===== src/rtl/rsa_pkg.sv =====
`timescale 1ns / 1ps
`default_nettype none
package rsa_pkg;

   localparam int SEQ_W      = 32;
   localparam int THREAD_W   = 3;
   localparam int STAGE_W    = 4;
   localparam int CMD_W      = 8;
   localparam int SLOT_IN_W  = 3;
   localparam int SLOT_OUT_W = 3;
   localparam int MASK_W     = 8;
   localparam int COUNT_W    = 4;

   // front-to-back queue
   localparam int QUEUE_DEPTH = 2;
   localparam int QPTR_W      = (QUEUE_DEPTH > 1) ? $clog2(QUEUE_DEPTH) : 1;
   localparam int QCNT_W      = $clog2(QUEUE_DEPTH + 1);

   typedef enum logic [1:0] {
      OP_REQUEST = 2'd0,
      OP_FREE    = 2'd1,
      OP_SQUASH  = 2'd2,
      OP_NOP     = 2'd3
   } op_type;

   typedef struct packed {
      op_type                op;
      logic [SEQ_W-1:0]      seq;
      logic [THREAD_W-1:0]   thread;
      logic [STAGE_W-1:0]    stage;
      logic [CMD_W-1:0]      command;
      logic [SLOT_IN_W-1:0]  slot_in;
      logic                  slot_bad;
   } item_type;

   typedef struct packed {
      logic                  granted;
      logic [SLOT_OUT_W-1:0] slot_out;
      logic                  was_held;
      logic [STAGE_W-1:0]    stage_out;
      logic [MASK_W-1:0]     squashed_mask;
      logic [COUNT_W-1:0]    free_count;
      logic                  bad_free;
   } result_type;

endpackage
`default_nettype wire


===== src/rtl/rsa_front.sv =====
`timescale 1ns / 1ps
`default_nettype none
module rsa_front #(
   parameter int SLOT_COUNT = 8
) (
   input  wire logic                          req_valid,
   output logic                               req_ready,
   input  wire logic [1:0]                    req_req_type,
   input  wire logic [rsa_pkg::SEQ_W-1:0]     req_seq_num,
   input  wire logic [rsa_pkg::THREAD_W-1:0]  req_thread_id,
   input  wire logic [rsa_pkg::STAGE_W-1:0]   req_stage_num,
   input  wire logic [rsa_pkg::CMD_W-1:0]     req_command,
   input  wire logic [rsa_pkg::SLOT_IN_W-1:0] req_slot_in,
   input  wire logic                          q_full,
   output logic                               q_push,
   output rsa_pkg::item_type                  q_item
);
   import rsa_pkg::*;

   // accept whenever the queue has room; decode the opcode and
   // flag a free of a slot index past the table
   assign req_ready = !q_full;
   assign q_push    = req_valid && !q_full;

   always_comb begin
      q_item.op       = op_type'(req_req_type);
      q_item.seq      = req_seq_num;
      q_item.thread   = req_thread_id;
      q_item.stage    = req_stage_num;
      q_item.command  = req_command;
      q_item.slot_in  = req_slot_in;
      q_item.slot_bad = (32'(req_slot_in) >= 32'(SLOT_COUNT));
   end

endmodule
`default_nettype wire


===== src/rtl/rsa_queue.sv =====
`timescale 1ns / 1ps
`default_nettype none
module rsa_queue (
   input  wire logic              clock,
   input  wire logic              reset,
   input  wire logic              push,
   input  wire rsa_pkg::item_type push_item,
   output logic                   full,
   input  wire logic              pop,
   output logic                   valid,
   output rsa_pkg::item_type      item
);
   import rsa_pkg::*;

   localparam logic [QPTR_W-1:0] LAST_PTR = QPTR_W'(QUEUE_DEPTH - 1);
   localparam logic [QCNT_W-1:0] DEPTH_CNT = QCNT_W'(QUEUE_DEPTH);

   item_type            mem_ff [QUEUE_DEPTH];
   logic [QPTR_W-1:0]   wr_ptr_ff, rd_ptr_ff;
   logic [QCNT_W-1:0]   count_ff;
   logic                do_push, do_pop;

   assign full    = (count_ff == DEPTH_CNT);
   assign valid   = (count_ff != '0);
   assign item    = mem_ff[rd_ptr_ff];
   assign do_push = push && !full;
   assign do_pop  = pop && valid;

   always_ff @(posedge clock) begin
      if (do_push) begin
         mem_ff[wr_ptr_ff] <= push_item;
      end
   end

   always_ff @(posedge clock) begin
      if (reset) begin
         wr_ptr_ff <= '0;
         rd_ptr_ff <= '0;
         count_ff  <= '0;
      end else begin
         if (do_push) begin
            wr_ptr_ff <= (wr_ptr_ff == LAST_PTR) ? '0 : wr_ptr_ff + 1'b1;
         end
         if (do_pop) begin
            rd_ptr_ff <= (rd_ptr_ff == LAST_PTR) ? '0 : rd_ptr_ff + 1'b1;
         end
         if (do_push && !do_pop) begin
            count_ff <= count_ff + 1'b1;
         end else if (do_pop && !do_push) begin
            count_ff <= count_ff - 1'b1;
         end
      end
   end

endmodule
`default_nettype wire


===== src/rtl/rsa_back.sv =====
`timescale 1ns / 1ps
`default_nettype none
module rsa_back #(
   parameter int SLOT_COUNT = 8
) (
   input  wire logic              clock,
   input  wire logic              reset,
   input  wire logic              q_valid,
   input  wire rsa_pkg::item_type q_item,
   output logic                   q_pop,
   output logic                   rsp_valid,
   output rsa_pkg::result_type    rsp_word,
   input  wire logic              rsp_ready
);
   import rsa_pkg::*;

   localparam int IW = (SLOT_COUNT > 1) ? $clog2(SLOT_COUNT) : 1;
   localparam int CW = $clog2(SLOT_COUNT + 1);
   localparam logic [IW-1:0] LAST_IDX = IW'(SLOT_COUNT - 1);
   localparam logic [CW-1:0] FULL_CNT = CW'(SLOT_COUNT);
   localparam logic [CW:0]   WRAP_SUM = (CW + 1)'(SLOT_COUNT);

   typedef enum logic [2:0] {
      S_IDLE,
      S_MATCH,
      S_GRANT,
      S_FREE,
      S_SQHIT,
      S_SCAN,
      S_REPORT
   } state_type;

   state_type             state_ff, state_in;
   item_type              cur_ff;
   logic [IW-1:0]         head_ff, head_in;
   logic [CW-1:0]         used_ff, used_in;
   logic [SLOT_COUNT-1:0] valid_ff, done_ff, fifo_written_ff;
   logic [SEQ_W-1:0]      seq_ff    [SLOT_COUNT];
   logic [THREAD_W-1:0]   thread_ff [SLOT_COUNT];
   logic                  hit_ff;
   logic [IW-1:0]         hit_idx_ff;
   logic [SLOT_COUNT-1:0] sq_vec_ff, mask_ff;
   logic [IW-1:0]         scan_ff;
   logic                  rsp_valid_ff;
   result_type            rsp_ff, result_in;

   // free list and per-slot payload memories
   logic [IW-1:0]         fifo_mem [SLOT_COUNT];
   logic [STAGE_W-1:0]    stage_mem [SLOT_COUNT];
   logic [CMD_W-1:0]      cmd_mem [SLOT_COUNT];
   logic [IW-1:0]         fifo_rd_ff, fifo_rd_addr_ff;
   logic                  fifo_rd_written_ff;
   logic [STAGE_W-1:0]    stage_rd_ff;

   logic [SLOT_COUNT-1:0] match_vec, squash_vec;
   logic                  match_any;
   logic [IW-1:0]         match_idx;
   logic [CW:0]           tail_sum;
   logic [IW-1:0]         tail_idx, alloc_idx, sidx, rel_idx;
   logic                  out_free, free_ok, rel_en, fifo_push, alloc_en, emit;

   // parallel lanes: re-request match and squash hits
   always_comb begin
      match_idx = '0;
      for (int i = 0; i < SLOT_COUNT; i++) begin
         match_vec[i]  = valid_ff[i] && (seq_ff[i] == cur_ff.seq);
         squash_vec[i] = valid_ff[i] && (thread_ff[i] == cur_ff.thread)
                         && (seq_ff[i] > cur_ff.seq);
      end
      for (int i = SLOT_COUNT - 1; i >= 0; i--) begin
         if (match_vec[i]) begin
            match_idx = IW'(i);
         end
      end
   end
   assign match_any = |match_vec;

   assign tail_sum  = (CW + 1)'(head_ff) + (CW + 1)'(used_ff);
   assign tail_idx  = (tail_sum >= WRAP_SUM) ? IW'(tail_sum - WRAP_SUM) : IW'(tail_sum);
   // an entry never written still holds its reset index
   assign alloc_idx = fifo_rd_written_ff ? fifo_rd_ff : fifo_rd_addr_ff;
   assign sidx      = IW'(cur_ff.slot_in);
   assign out_free  = !rsp_valid_ff || rsp_ready;
   assign free_ok   = !cur_ff.slot_bad && valid_ff[sidx];
   assign q_pop     = (state_ff == S_IDLE) && q_valid;

   always_comb begin
      rel_en  = 1'b0;
      rel_idx = sidx;
      if (state_ff == S_FREE) begin
         rel_en = out_free && free_ok;
      end else if (state_ff == S_SCAN) begin
         rel_en  = sq_vec_ff[scan_ff];
         rel_idx = scan_ff;
      end
   end
   assign fifo_push = rel_en && (used_ff < FULL_CNT);
   assign alloc_en  = (state_ff == S_GRANT) && out_free && !hit_ff && (used_ff != '0);

   always_comb begin
      head_in = head_ff;
      used_in = used_ff;
      if (alloc_en) begin
         head_in = (head_ff == LAST_IDX) ? '0 : head_ff + 1'b1;
         used_in = used_ff - 1'b1;
      end else if (fifo_push) begin
         used_in = used_ff + 1'b1;
      end
   end

   always_comb begin
      state_in  = state_ff;
      emit      = 1'b0;
      result_in = '0;
      result_in.free_count = COUNT_W'(used_in);
      case (state_ff)
         S_IDLE: begin
            if (q_valid) begin
               case (q_item.op)
                  OP_REQUEST: state_in = S_MATCH;
                  OP_FREE:    state_in = S_FREE;
                  OP_SQUASH:  state_in = S_SQHIT;
                  default:    state_in = S_REPORT;
               endcase
            end
         end
         S_MATCH: state_in = S_GRANT;
         S_GRANT: begin
            if (out_free) begin
               emit     = 1'b1;
               state_in = S_IDLE;
               if (hit_ff) begin
                  result_in.granted   = 1'b1;
                  result_in.was_held  = 1'b1;
                  result_in.slot_out  = SLOT_OUT_W'(hit_idx_ff);
                  result_in.stage_out = stage_rd_ff;
               end else if (alloc_en) begin
                  result_in.granted   = 1'b1;
                  result_in.slot_out  = SLOT_OUT_W'(alloc_idx);
                  result_in.stage_out = cur_ff.stage;
               end
            end
         end
         S_FREE: begin
            if (out_free) begin
               emit               = 1'b1;
               state_in           = S_IDLE;
               result_in.bad_free = !free_ok;
            end
         end
         S_SQHIT: state_in = S_SCAN;
         S_SCAN: begin
            if (scan_ff == LAST_IDX) begin
               state_in = S_REPORT;
            end
         end
         S_REPORT: begin
            if (out_free) begin
               emit                    = 1'b1;
               state_in                = S_IDLE;
               result_in.squashed_mask = MASK_W'(mask_ff);
            end
         end
         default: state_in = S_IDLE;
      endcase
   end

   always_ff @(posedge clock) begin
      if (reset) begin
         state_ff        <= S_IDLE;
         head_ff         <= '0;
         used_ff         <= FULL_CNT;
         valid_ff        <= '0;
         done_ff         <= '0;
         fifo_written_ff <= '0;
         rsp_valid_ff    <= 1'b0;
      end else begin
         state_ff <= state_in;
         head_ff  <= head_in;
         used_ff  <= used_in;
         if (q_pop) begin
            cur_ff  <= q_item;
            mask_ff <= '0;
         end
         if (state_ff == S_MATCH) begin
            hit_ff     <= match_any;
            hit_idx_ff <= match_idx;
         end
         if (state_ff == S_SQHIT) begin
            sq_vec_ff <= squash_vec;
            scan_ff   <= '0;
         end
         if (state_ff == S_SCAN) begin
            scan_ff <= scan_ff + 1'b1;
            if (rel_en) begin
               mask_ff[scan_ff] <= 1'b1;
            end
         end
         if (alloc_en) begin
            valid_ff[alloc_idx]  <= 1'b1;
            done_ff[alloc_idx]   <= 1'b1;
            seq_ff[alloc_idx]    <= cur_ff.seq;
            thread_ff[alloc_idx] <= cur_ff.thread;
         end
         if (rel_en) begin
            valid_ff[rel_idx] <= 1'b0;
            done_ff[rel_idx]  <= 1'b0;
         end
         if (fifo_push) begin
            fifo_written_ff[tail_idx] <= 1'b1;
         end
         if (emit) begin
            rsp_valid_ff <= 1'b1;
            rsp_ff       <= result_in;
         end else if (rsp_ready) begin
            rsp_valid_ff <= 1'b0;
         end
      end
   end

   always_ff @(posedge clock) begin
      if (fifo_push) begin
         fifo_mem[tail_idx] <= rel_idx;
      end
      if (state_ff == S_MATCH) begin
         fifo_rd_ff         <= fifo_mem[head_ff];
         fifo_rd_written_ff <= fifo_written_ff[head_ff];
         fifo_rd_addr_ff    <= head_ff;
      end
   end

   always_ff @(posedge clock) begin
      if (alloc_en) begin
         stage_mem[alloc_idx] <= cur_ff.stage;
         cmd_mem[alloc_idx]   <= cur_ff.command;
      end
      if (state_ff == S_MATCH) begin
         stage_rd_ff <= stage_mem[match_idx];
      end
   end

   assign rsp_valid = rsp_valid_ff;
   assign rsp_word  = rsp_ff;

endmodule
`default_nettype wire


===== src/rtl/resource_slot_allocator.sv =====
`timescale 1ns / 1ps
`default_nettype none
// Slot allocator with a FIFO free list, re-request match and thread squash.
// A request passes the back-end states MATCH and GRANT, a free FREE, an unused
// opcode REPORT, a squash SQHIT, SCAN (one slot scanned a cycle) and REPORT.
// The back end works one word at a time, taking the next only once the last
// result is registered; a 2-deep queue lets the front take words meanwhile.
// Reset: synchronous; slots invalid, free list back to 0..SLOT_COUNT-1 at once.
module resource_slot_allocator #(
   parameter int SLOT_COUNT = 8
) (
   input  wire logic                           clock,
   input  wire logic                           reset,
   input  wire logic                           req_valid,
   output logic                                req_ready,
   input  wire logic [1:0]                     req_req_type,
   input  wire logic [rsa_pkg::SEQ_W-1:0]      req_seq_num,
   input  wire logic [rsa_pkg::THREAD_W-1:0]   req_thread_id,
   input  wire logic [rsa_pkg::STAGE_W-1:0]    req_stage_num,
   input  wire logic [rsa_pkg::CMD_W-1:0]      req_command,
   input  wire logic [rsa_pkg::SLOT_IN_W-1:0]  req_slot_in,
   output logic                                rsp_valid,
   input  wire logic                           rsp_ready,
   output logic                                rsp_granted,
   output logic [rsa_pkg::SLOT_OUT_W-1:0]      rsp_slot_out,
   output logic                                rsp_was_held,
   output logic [rsa_pkg::STAGE_W-1:0]         rsp_stage_out,
   output logic [rsa_pkg::MASK_W-1:0]          rsp_squashed_mask,
   output logic [rsa_pkg::COUNT_W-1:0]         rsp_free_count,
   output logic                                rsp_bad_free
);
   import rsa_pkg::*;

   item_type   push_item, head_item;
   logic       q_push, q_full, q_valid, q_pop;
   result_type rsp_word;

   // front: take the word, decode and range-check it
   rsa_front #(
      .SLOT_COUNT (SLOT_COUNT)
   ) u_front (
      .req_valid     (req_valid),
      .req_ready     (req_ready),
      .req_req_type  (req_req_type),
      .req_seq_num   (req_seq_num),
      .req_thread_id (req_thread_id),
      .req_stage_num (req_stage_num),
      .req_command   (req_command),
      .req_slot_in   (req_slot_in),
      .q_full        (q_full),
      .q_push        (q_push),
      .q_item        (push_item)
   );

   // hold decoded words until the back end is free
   rsa_queue u_queue (
      .clock     (clock),
      .reset     (reset),
      .push      (q_push),
      .push_item (push_item),
      .full      (q_full),
      .pop       (q_pop),
      .valid     (q_valid),
      .item      (head_item)
   );

   // back: slot table, free list, squash scan and output register
   rsa_back #(
      .SLOT_COUNT (SLOT_COUNT)
   ) u_back (
      .clock     (clock),
      .reset     (reset),
      .q_valid   (q_valid),
      .q_item    (head_item),
      .q_pop     (q_pop),
      .rsp_valid (rsp_valid),
      .rsp_word  (rsp_word),
      .rsp_ready (rsp_ready)
   );

   assign rsp_granted       = rsp_word.granted;
   assign rsp_slot_out      = rsp_word.slot_out;
   assign rsp_was_held      = rsp_word.was_held;
   assign rsp_stage_out     = rsp_word.stage_out;
   assign rsp_squashed_mask = rsp_word.squashed_mask;
   assign rsp_free_count    = rsp_word.free_count;
   assign rsp_bad_free      = rsp_word.bad_free;

endmodule
`default_nettype wire

===== config.mk =====
export PLATFORM = sky130hd
export DESIGN_NAME = resource_slot_allocator
export DESIGN_NICKNAME = d
export VERILOG_FILES = /design/src/rtl/rsa_pkg.sv /design/src/rtl/rsa_front.sv /design/src/rtl/rsa_queue.sv /design/src/rtl/rsa_back.sv /design/src/rtl/resource_slot_allocator.sv
export SDC_FILE = /design/constraint.sdc
export NUM_CORES = 1
export LEC_CHECK = 0
export ABC_AREA = 1
export BUFFER_PORTS_ARGS = -buffer_cell sky130_fd_sc_hd__buf_2
export CORE_ASPECT_RATIO = 0.8
export CORE_MARGIN = 2
export CORE_UTILIZATION = 50
export CTS_BUF_LIST = sky130_fd_sc_hd__clkbuf_8
export CTS_CLUSTER_SIZE = 10
export DETAILED_ROUTE_END_ITERATION = 8
export GPL_TIMING_DRIVEN = 0
export PLACE_DENSITY = 0.77
export SYNTH_ARGS = -nofsm -noshare
export SYNTH_HDL_FRONTEND = slang
export SYNTH_SLANG_ARGS = --single-unit

===== constraint.sdc =====
create_clock -name clock -period 9.7 [get_ports clock]
set_input_delay 0.485 -clock clock [delete_from_list [all_inputs] [get_ports clock]]
set_output_delay 0.485 -clock clock [all_outputs]
set_load 0.01 [all_outputs]

==> metrics.log <==
[metrics] number of clock sinks: 554
[metrics] Setup Viol. Count Final: 0
[metrics] Clock Root Buffer: sky130_fd_sc_hd__clkbuf_8
[metrics] proportion of synthesized flip-flops having asynchronous set or reset: 0
[metrics] number of buffers between clock root and the deepest sink: 3
[metrics] leakage: 11.4 nW
[metrics] total global routing track utilization: 0.222
[metrics] Setup crit end kind: register
[metrics] total power draw: 6.03 mW
[metrics] horizontal die dimension: 257 um
[metrics] EDFF count, synth: 522
[metrics] post-cts gate resize count: 0
[metrics] power per unit of standard cell area: 207 nW/um^2
[metrics] post-synthesis instance total: 2101
[metrics] TritonCTS clock tree: yes
[metrics] Starting Density: 0.503
[metrics] portion of the clock cycle consumed by the worst path in the final layout: 0.387
[metrics] standard-cell row count: 74
[metrics] Global Route met3 Usage: 0.0381
[metrics] vias in the first global route: 16860
[metrics] mean instance size in the synthesized netlist: 12.2 um^2
[metrics] clock slew at reported path FFs: 60 ps
[metrics] number of top-level design ports: 80
[metrics] standard cell area after detailed placement: 27100 um^2
[metrics] busiest layer in global routing: met2
[metrics] VDD IR-drop max: 132 uV
[metrics] Post-CTS Hold Buffers: 43
[metrics] HP Class: in2reg
[metrics] global route overflow: 0
[metrics] Final Instance Count excl. Fillers: 3066
[metrics] dpl hpwl: 42200 um
[metrics] critical path arrival: 4190 ps
[metrics] worst hold slack across all endpoints: 39.7 ps
[metrics] y dimension of the die: 206 um
[metrics] Hold Crit Depth: 1
[metrics] Floorplan Core Area: 50700 um^2
[metrics] total of buffers placed on input and output ports: 70
[metrics] count of vias placed by the detailed router: 17097
[metrics] fraction of layout instances using a drive strength above 1: 0.109
[metrics] Crit path buffers/inverters: 2
[metrics] wire length of the first global-routing pass: 89900 um
[metrics] post-detailed-route DRC marker count: 0
[metrics] number of maximum-capacitance constraint violations: 0
[metrics] master of the slowest instance on the critical path: sky130_fd_sc_hd__nor3_1
[metrics] vias per cell: 5.58
[metrics] number of cells in the design after placement: 2875
[metrics] detailed-router iteration count before antenna repair: 6
[metrics] final routed wire length divided by cell count: 19.1 um
[metrics] Clock Skew: 45.3 ps
[metrics] crit path launch type: register
[metrics] nets@finish: 2643
[metrics] area of the die: 52900 um^2
[metrics] Slowest Stage Delay on Critical Path: 670 ps
[metrics] Syn. warnings: 0
[metrics] buffers inserted during post-CTS setup optimization: 0
[metrics] ordered cell list for the critical path: inv_1, ha_1, nand2_1, nor2_1, nand4_1, nor3_1, nand3_1, nand2_4, buf_4, nand3_1, nand3_1, nand2_1, nand2_1, nand2_1
[metrics] Setup Total Neg Slack: 0 ps
[metrics] cell type with the highest occurrence count on the critical path: sky130_fd_sc_hd__nand2_1
[metrics] worst-skew pair later-pin latency: 690 ps
[metrics] final number of hold-violating endpoints: 0
[metrics] distinct cell type count after synthesis: 54
[metrics] post-route antenna net violation count: 0
[metrics] Routability Congestion: 0.919
[metrics] RSZ-0062 raised after global routing: false
[metrics] required time worst endpoint: 10130 ps
[metrics] Slew Limit Headroom: 0.234
[metrics] top achievable clock speed: 0.266 GHz
[metrics] path depth of the worst reg2reg path: 14
[metrics] clock buffers created by TritonCTS: 86
[metrics] global-route track usage on met2: 0.362
[metrics] 1st-iter DRT viols: 1822
[metrics] most used flip-flop cell after synthesis: sky130_fd_sc_hd__edfxtp_1
[metrics] number of logic stages on the critical path including buffering: 14
[metrics] syn nets: 2422
[metrics] crit-path max FO: 10
[metrics] largest net degree at the start of global routing: 31
[metrics] final instance area: 29100 um^2
[metrics] kind of cell adding the most delay to the critical path: simple AND/OR/NAND/NOR gates
[metrics] Ant. Diodes: 0
[metrics] combined area of all synthesized cells: 25500 um^2
[metrics] measured slew at the worst slew-check pin: 1140 ps
[metrics] worst setup path class: reg2reg
[metrics] CTS H-tree lvls: 3
[metrics] register area share after synthesis: 0.639
[metrics] result of the run: complete, no violations
[metrics] number of pins with negative max-slew slack in the final report: 0
[metrics] number of antenna violations at the first check in global routing: 1
[metrics] met1 Resource Use GR: 0.301
[metrics] Total Routed Length: 58500 um
[metrics] total of flip-flops plus latches after synthesis: 554
[metrics] post-layout min period: 3750 ps
[metrics] synth-to-layout area growth: 13.8%
[sequential cells by signal (all words and copies together), names as in the netlist, 4 cells and up, named ones only]
signal / flops
u_back.stage_mem: 32
u_back.seq_ff: 256
u_back.used_ff: 4
u_back.stage_rd_ff: 4
u_back.thread_ff: 24
u_back.rsp_word: 22
u_back.mask_ff: 8
u_back.cur_ff: 39
u_back.fifo_written_ff: 8
u_back.sq_vec_ff: 8
u_queue.mem_ff: 88
u_back.fifo_mem: 24
u_back.valid_ff: 8
[layout make-up]
| cell class | instances | area, um^2 |
|---|---|---|
| multi-input combinational | 1336 | 8500 |
| fill | 4041 | 21700 |
| clock inverter | 59 | 287 |
| timing repair buffer | 133 | 1090 |
| clock buffer | 89 | 1220 |
| tap | 684 | 856 |
| sequential | 554 | 16300 |
| buffer | 28 | 119 |
| inverter | 183 | 687 |
[path summary, 6_finish.rpt]
check	start	end	slack, ps
worst max register to register	u_back.cur_ff[50]$_DFFE_PP_	u_back.stage_rd_ff[0]$_DFFE_PP_	5950
worst min register to register	u_back.fifo_written_ff[2]$_SDFFE_PP0P_	u_back.fifo_written_ff[2]$_SDFFE_PP0P_	470
worst max-delay path	u_back.cur_ff[50]$_DFFE_PP_	u_back.stage_rd_ff[0]$_DFFE_PP_	5950
worst min-delay path	req_slot_in[0]	u_queue.mem_ff[0][0]$_DFFE_PP_	40
[through the flow]
stage           util  worst slack (ps)
2_1_floorplan      -              5610
3_3_place_gp   0.527              3540
3_5_place_dp   0.535              6150
4_1_cts        0.573              6130
5_1_grt        0.573              5780
6_report       0.573              5950
[cells by family after synthesis]
| group | after synthesis | synth area share |
|---|---|---|
| simple gates | 708 | 0.119 |
| flops | 554 | 0.639 |
| compound gates | 350 | 0.0764 |
| fa+ha+maj | 265 | 0.130 |
| buf+inv | 211 | 0.0315 |
| xor+xnor | 12 | 0.00411 |
| mux | 1 | 0.000392 |
[synth_stat cells (2+ instances only)]
| library cell | n | share of area |
|---|---|---|
| sky130_fd_sc_hd__a211oi_1 | 10 | 0.0029 |
| sky130_fd_sc_hd__a21boi_0 | 3 | 0.00088 |
| sky130_fd_sc_hd__a21oi_1 | 163 | 0.032 |
| sky130_fd_sc_hd__a221oi_1 | 4 | 0.0014 |
| sky130_fd_sc_hd__a22o_1 | 4 | 0.0014 |
| sky130_fd_sc_hd__a31oi_1 | 12 | 0.0029 |
| sky130_fd_sc_hd__buf_2 | 2 | 0.00039 |
| sky130_fd_sc_hd__clkbuf_1 | 24 | 0.0035 |
| sky130_fd_sc_hd__clkinv_1 | 2 | 0.00029 |
| sky130_fd_sc_hd__dfxtp_1 | 32 | 0.025 |
| sky130_fd_sc_hd__edfxtp_1 | 522 | 0.61 |
| sky130_fd_sc_hd__ha_1 | 264 | 0.13 |
| sky130_fd_sc_hd__inv_1 | 169 | 0.025 |
| sky130_fd_sc_hd__inv_2 | 12 | 0.0018 |
| sky130_fd_sc_hd__nand2_1 | 371 | 0.055 |
| sky130_fd_sc_hd__nand2_2 | 6 | 0.0015 |
| sky130_fd_sc_hd__nand2_4 | 3 | 0.0013 |
| sky130_fd_sc_hd__nand3_1 | 72 | 0.014 |
| sky130_fd_sc_hd__nand3_2 | 2 | 0.00078 |
| sky130_fd_sc_hd__nand4_1 | 34 | 0.0083 |
| sky130_fd_sc_hd__nor2_1 | 165 | 0.024 |
| sky130_fd_sc_hd__nor2_2 | 11 | 0.0027 |
| sky130_fd_sc_hd__nor2_4 | 3 | 0.0013 |
| sky130_fd_sc_hd__nor3_1 | 23 | 0.0045 |
| sky130_fd_sc_hd__nor4_1 | 9 | 0.0022 |
| sky130_fd_sc_hd__o2111ai_1 | 2 | 0.00069 |
| sky130_fd_sc_hd__o211ai_1 | 7 | 0.0021 |
| sky130_fd_sc_hd__o21a_1 | 14 | 0.0041 |
| sky130_fd_sc_hd__o21ai_0 | 98 | 0.019 |
| sky130_fd_sc_hd__o21ai_1 | 12 | 0.0024 |
| sky130_fd_sc_hd__o22ai_1 | 12 | 0.0029 |
| sky130_fd_sc_hd__or2_2 | 2 | 0.00049 |
| sky130_fd_sc_hd__xnor2_1 | 8 | 0.0027 |
| sky130_fd_sc_hd__xor2_1 | 4 | 0.0014 |
[metal layers]
metal | up-vias | part of all wire
met2 | 740 | 0.47
li1 | 8026 | -
met1 | 8208 | 0.43
met4 | 0 | 0.030
met5 | - | 0
met3 | 123 | 0.078
[where the power goes]
part	internal (mW)	switching, mW
Sequential	2.92	0.154
Combinational	0.371	0.823
Clock	0.876	0.887
Total	4.17	1.86
[cells in the final DEF (no fill, tap or decap), types with 13 or more instances in the layout]
cell type / Yosys / routed
sky130_fd_sc_hd__clkinv_1: 2 / 20
sky130_fd_sc_hd__nor2_1: 165 / 157
sky130_fd_sc_hd__a21oi_1: 163 / 163
sky130_fd_sc_hd__edfxtp_1: 522 / 522
sky130_fd_sc_hd__inv_1: 169 / 191
sky130_fd_sc_hd__ha_1: 264 / 264
sky130_fd_sc_hd__buf_2: 2 / 72
sky130_fd_sc_hd__nand4_1: 34 / 34
sky130_fd_sc_hd__dfxtp_1: 32 / 32
sky130_fd_sc_hd__clkinv_2: 0 / 13
sky130_fd_sc_hd__nor3_1: 23 / 19
sky130_fd_sc_hd__clkbuf_8: 0 / 89
sky130_fd_sc_hd__nand3_1: 72 / 72
sky130_fd_sc_hd__dlygate4sd3_1: 0 / 43
sky130_fd_sc_hd__o21ai_0: 98 / 98
sky130_fd_sc_hd__o21a_1: 14 / 14
sky130_fd_sc_hd__nand2_1: 371 / 371
sky130_fd_sc_hd__clkbuf_1: 24 / 24
(Power assumes the default switching activity.)
